`config.mk`:
```
export PLATFORM = sky130hd
export DESIGN_NAME = emh_controller
export DESIGN_NICKNAME = d
export VERILOG_FILES = /design/src/sv/emh_pkg.sv /design/src/sv/emh_controller.sv
export SDC_FILE = /design/constraint.sdc
export NUM_CORES = 1
export LEC_CHECK = 0
export ABC_AREA = 1
export BUFFER_PORTS_ARGS = -buffer_cell sky130_fd_sc_hd__buf_2
export CORE_AREA = 2 2 39 41
export DETAILED_ROUTE_END_ITERATION = 8
export DIE_AREA = 0 0 41 43
export HOLD_SLACK_MARGIN = 0.08
export PLACE_DENSITY = 0.67
export SYNTH_ARGS = -nofsm -noshare
export SYNTH_HDL_FRONTEND = slang
export SYNTH_SLANG_ARGS = --single-unit
```
`constraint.sdc`:
```
create_clock -name clock -period 0.95 [get_ports clock]
set_input_delay 0.19 -clock clock [delete_from_list [all_inputs] [get_ports clock]]
set_output_delay 0.19 -clock clock [all_outputs]
set_load 0.01 [all_outputs]
```
`src/sv/emh_pkg.sv`:
```
package emh_pkg;

   localparam int HEAP_DEPTH = 1024;
   localparam int ADDR_W     = (HEAP_DEPTH > 1) ? $clog2(HEAP_DEPTH) : 1;
   localparam int CNT_W      = $clog2(HEAP_DEPTH + 1);
   localparam int IDX_W      = ADDR_W + 2;

   localparam int VERTEX_W   = 16;
   localparam int KEY_W      = 32;
   localparam int EDGE_W     = 2 * VERTEX_W + KEY_W;
   localparam int COUNT_OUT_W = 11;

   typedef enum logic [1:0] {
      ST_DONE  = 2'd0,
      ST_FULL  = 2'd1,
      ST_EMPTY = 2'd2
   } emh_status_type;

   typedef enum logic [3:0] {
      S_IDLE,
      S_START,
      S_PUSH_CHK,
      S_PUSH_CMP,
      S_POP_LOAD,
      S_POP_CHK,
      S_POP_LEFT,
      S_POP_CMP,
      S_FINISH
   } emh_state_type;

   typedef struct packed {
      logic           load_item;
      logic           status_load;
      emh_status_type status_code;
      logic           push_begin;
      logic           rd_parent;
      logic           push_shift;
      logic           place_item;
      logic           pop_begin;
      logic           load_moved;
      logic           rd_left;
      logic           load_left;
      logic           rd_right;
      logic           pop_shift;
      logic           place_moved;
      logic           out_load;
   } emh_cmd_type;

   typedef struct packed {
      logic item_pop;
      logic full;
      logic empty;
      logic pos_zero;
      logic parent_le;
      logic child_end;
      logic has_right;
      logic moved_le;
      logic out_busy;
   } emh_flag_type;

   function automatic logic [COUNT_OUT_W-1:0] count_to_out(input logic [CNT_W-1:0] c);
      logic [CNT_W+COUNT_OUT_W-1:0] wide;
      wide = (CNT_W + COUNT_OUT_W)'(c);
      return wide[COUNT_OUT_W-1:0];
   endfunction

endpackage

```
`src/sv/emh_controller.sv`:
```
module emh_controller
   import emh_pkg::*;
(
   input  logic         clock,
   input  logic         reset,
   input  logic         req_valid,
   output logic         req_ready,
   input  logic         rsp_ready,
   input  emh_flag_type flag,
   output emh_cmd_type  cmd
);

   emh_state_type state_ff, state_in;

   always_ff @(posedge clock) begin
      if (reset) begin
         state_ff <= S_IDLE;
      end else begin
         state_ff <= state_in;
      end
   end

   always_comb begin
      state_in        = state_ff;
      cmd             = '0;
      cmd.status_code = ST_DONE;
      req_ready       = 1'b0;
      unique case (state_ff)
         S_IDLE: begin
            req_ready = !reset;
            if (req_valid && !reset) begin
               cmd.load_item   = 1'b1;
               cmd.status_load = 1'b1;
               state_in        = S_START;
            end
         end
         S_START: begin
            if (!flag.item_pop) begin
               if (flag.full) begin
                  cmd.status_load = 1'b1;
                  cmd.status_code = ST_FULL;
                  state_in        = S_FINISH;
               end else begin
                  cmd.push_begin = 1'b1;
                  state_in       = S_PUSH_CHK;
               end
            end else begin
               if (flag.empty) begin
                  cmd.status_load = 1'b1;
                  cmd.status_code = ST_EMPTY;
                  state_in        = S_FINISH;
               end else begin
                  cmd.pop_begin = 1'b1;
                  state_in      = S_POP_LOAD;
               end
            end
         end
         S_PUSH_CHK: begin
            if (flag.pos_zero) begin
               cmd.place_item = 1'b1;
               state_in       = S_FINISH;
            end else begin
               cmd.rd_parent = 1'b1;
               state_in      = S_PUSH_CMP;
            end
         end
         S_PUSH_CMP: begin
            if (flag.parent_le) begin
               cmd.place_item = 1'b1;
               state_in       = S_FINISH;
            end else begin
               cmd.push_shift = 1'b1;
               state_in       = S_PUSH_CHK;
            end
         end
         S_POP_LOAD: begin
            cmd.load_moved = 1'b1;
            state_in       = S_POP_CHK;
         end
         S_POP_CHK: begin
            if (flag.child_end) begin
               cmd.place_moved = 1'b1;
               state_in        = S_FINISH;
            end else begin
               cmd.rd_left = 1'b1;
               state_in    = S_POP_LEFT;
            end
         end
         S_POP_LEFT: begin
            cmd.load_left = 1'b1;
            cmd.rd_right  = flag.has_right;
            state_in      = S_POP_CMP;
         end
         S_POP_CMP: begin
            if (flag.moved_le) begin
               cmd.place_moved = 1'b1;
               state_in        = S_FINISH;
            end else begin
               cmd.pop_shift = 1'b1;
               state_in      = S_POP_CHK;
            end
         end
         S_FINISH: begin
            if (!flag.out_busy || rsp_ready) begin
               cmd.out_load = 1'b1;
               state_in     = S_IDLE;
            end
         end
         default: begin
            state_in = S_IDLE;
         end
      endcase
   end

endmodule
```
# ---- After elaboration in Yosys (flattened, before gate mapping)
# Cells that the tools add are included.
dict set report totals {
  regBits 4
  output_inout_bits 17
}
dict set report classes {
  eq_ne 10
  n_mux 41
  n_reduce_logical 6
}
# operator n
set ops {}
lappend ops {{4-bit two-way mux} 9}
lappend ops {{4-bit one-hot mux with 9 select lines} 1}
lappend ops {{1-bit two-way mux} 22}
lappend ops {{4-bit by 3-bit == test with 1-bit output, second input constant} 4}
lappend ops {{3-bit two-way mux} 4}
lappend ops {{4-bit by 2-bit == test with 1-bit output, second input constant} 2}
lappend ops {{1-bit one-hot mux with 2 select lines} 3}
lappend ops {{4-bit by 1-bit == test with 1-bit output, second input constant} 1}
lappend ops {{4-bit == test, second input constant} 1}
lappend ops {{4-bit zero test} 1}
lappend ops {{2-bit two-way mux} 2}
lappend ops {{2-bit != test, second input constant} 2}
lappend ops {{1-bit zero test} 2}
lappend ops {{2-bit AND reduction} 1}
lappend ops {{1-bit logical AND} 1}
lappend ops {{1-bit logical OR} 1}

# ---- Logic depth before layout (Yosys ltp)
dict set report logic_depth {
  ltp_word 4
  depth_mapped 8
}

# ---- Least setup slack after synthesis
# Ideal clock, no wire load.
dict set report synth_timing {
  kind {reg-to-output}
  start {register state_ff[1]}
  end {output port cmd[14] (netlist bit)}
  t_arrival_ps 933
  path_slack_ps -173
  path_stages_with_launch 4
  n_path_buf 0
  path_cell_list {dfxtp_1 > nor2_1 > nand2_1 > o22ai_1}
}
# item line_no
set synth_lines {}
lappend synth_lines {{start, declared} emh_controller.sv:13} ;# emh_state_type state_ff, state_in;
lappend synth_lines {{start signal, assigned} emh_controller.sv:19} ;# state_ff <= state_in;
lappend synth_lines {{end, declared} emh_controller.sv:10} ;# output emh_cmd_type cmd

==> results.ini <==
[outcome]
status=finished with violations
violations=setup timing

[critical_path]
endpoint_kind=primary output
ff2ff_path_depth=7
timing.rr.end=state_ff[1]
cp.required_ns=0.76
cp_max_fo=7
r2r-start=state_ff[3]
path_class=register to primary output
ff2ff_setup_slack_ns=-0.26
worst_ep_arrival_time_ns=1.19
setup.worst_path.start_class=register

[drt]
drt-total-wl_mm=1.57
wl_per_cell_um=10.7
via_per_inst=4.51
postRouteAntennaNets=0
route.detailed.drc=0
via_count=659
detail_route.first_pass.iterations=4
drt_first_iter_violations=18

[placement]
io_buffers=29
hpwlAfterDp_mm=1.10
gp_congestion=0.778
pre_cts_ws_ns=-0.187

[die]
dieArea_mm2=0.00176
die_x_um=41
core_area_mm2=0.00138
start_util_pct=30.6
row_count=14
pin_count=30
dieHeight_um=43

[yosys]
syn_area_um2=423
syn_inst=77
syn_nets=90
syn_avg_cell_area_um2=5.49
yosysUniqueCellTypes=15
ys_seq_area_share_pct=18.9
synth_warnings=0
ys_ff_latch=4

[grt]
track_usage_pct=19.6
gr-usage-met1_pct=21.0
gr-total-overflow=0
met3_usage_pct=2.09
grt_pass1_wl_mm=2.39
busiest_layer=met2
antenna_found_initial=0
grt_max_degree=8
grt_pass1_vias=623
grt_use_met2_pct=34.7

[clocking]
clock_latency_ns=0.23
cts-root-buf=clkbuf_4
numCtsBuffers=3
cts_sinks=4
cts-htree-levels=1
clockBufferDepth=2
path_clk_slew_ns=0.03
cts_hold_buf=0
tritoncts=done

[sta]
skew_ns=0.000855
max-slew-margin-rel_pct=85.5
max_freq_ghz=0.726
period_minus_slack_ns=1.38
setup_viol=21
setup_slack_ns=-0.427
timing.final.crit_share_pct=145
final_hold_viol_count=0
whs_ns=0.208
rsz0062_at_grt=true
drv_slew=0
worst_slew_pin_slew_ns=0.217

[finish]
fillCellCount=113
regMostFlops=state_ff
register_area_um2=90.1
final_nets=145
drive_above_1_share_pct=63.8
diodes=0
largest_reg_flops=4
utilization_pct=64.4
reg_top3=state_ff (4)
multiInputGateArea_um2=348
syn2layout_area_growth_pct=111

[worst_hold_path]
hold_path_startpoint=reset
min_to=state_ff[3]
hold_class=input port to register
hold_depth=4

[pwr]
p_per_area_mw_per_mm2=936
leakage_nw=0.552
vdd_drop_max_uv=677

[run]
cap_violations=0

==> final cells by class <==
type | instances | area share (%)
clock buffers | 3 | 2.53
inverters | 20 | 8.43
multi-input cells | 53 | 39.0
flip-flops and latches | 4 | 10.1
well taps | 16 | 2.25
repair buffers | 50 | 37.6
==> worst max path at each step <==
stage | startpoint | end | depth (start not counted)
after floorplan | state_ff[1] | cmd[14] | 3
after global routing | state_ff[0] | cmd[11] | 5
after global placement | state_ff[1] | cmd[10] | 5
after CTS | state_ff[2] | cmd[12] | 5
final | state_ff[3] | cmd[12] | 5
after detailed placement | state_ff[2] | cmd[12] | 4
==> routing by layer <==
layer	share of wire [%]	vias up
li1	-	347
met2	51	31
met1	38	271
met4	4.7	0
met5	0	-
met3	5.9	10
==> repair_timing <==
action | 4_1_cts | 5_1_grt
pin swaps | 10 | 3
endpoints found under the setup margin | 21 | 21
gates resized for setup | 16 | 0
setup buffers | 7 | 3
==> synthesized netlist by cell type <==
cell type | number | area, µm²
inv_1 | 19 | 71.3
nor2_1 | 17 | 63.8
nand2_1 | 12 | 45.0
nand3_1 | 7 | 35.0
dfxtp_1 | 4 | 80.1
nor2_4 | 4 | 45.0
nand3b_1 | 3 | 22.5
nand4_1 | 2 | 12.5
nor3_1 | 2 | 10.0
o21ai_1 | 2 | 10.0
a21oi_1 | 1 | 5.00
a31oi_1 | 1 | 6.26
inv_2 | 1 | 3.75
nand2_2 | 1 | 6.26
o22ai_1 | 1 | 6.26
==> power by group <==
part	switching, W	internal, W
Sequential	0.0000286	0.000186
Clock	0.0000620	0.000141
Combinational	0.000214	0.000203
Total	0.000305	0.000529
==> cells in the final DEF, fill, tap and decap left out, drive strengths merged, types with 2 or more instances in the layout <==
cell / count
clkbuf: 3
nand3b: 3
nor2: 21
buf: 50
o21ai: 2
nand2: 13
nand4: 2
inv: 20
nand3: 7
dfxtp: 4
nor3: 2
==> critical path, cell delays in order (launching register included) <==
cell	delay (ns)
dfxtp_2	0.35
nor2_4	0.14
buf_12	0.14
nand2_4	0.07
nor3_4	0.11
buf_2	0.14
==> logic make-up (layout without fill, tap and decap cells) <==
logic type             count (synthesis)  in the layout  synth area share, %
AOI/OAI and AO/OA                      5              5                 6.51
buffers and inverters                 20             73                 17.8
DFF                                    4              4                 18.9
and+or+nand+nor                       48             48                 56.8
==> metrics by stage <==
stage | instances | area, µm² | setup TNS (ns) | total power [W]
2_1_floorplan | 77 | 470 | -0.139 | 0.000399
3_3_place_gp | 134 | 726 | -2.29 | 0.000518
3_5_place_dp | 134 | 726 | -2.50 | 0.000522
4_1_cts | 143 | 868 | -6.89 | 0.000802
5_1_grt | 146 | 891 | -8.52 | 0.000888
6_report | 146 | 891 | -7.32 | 0.000834
(Power assumes the default switching activity.)
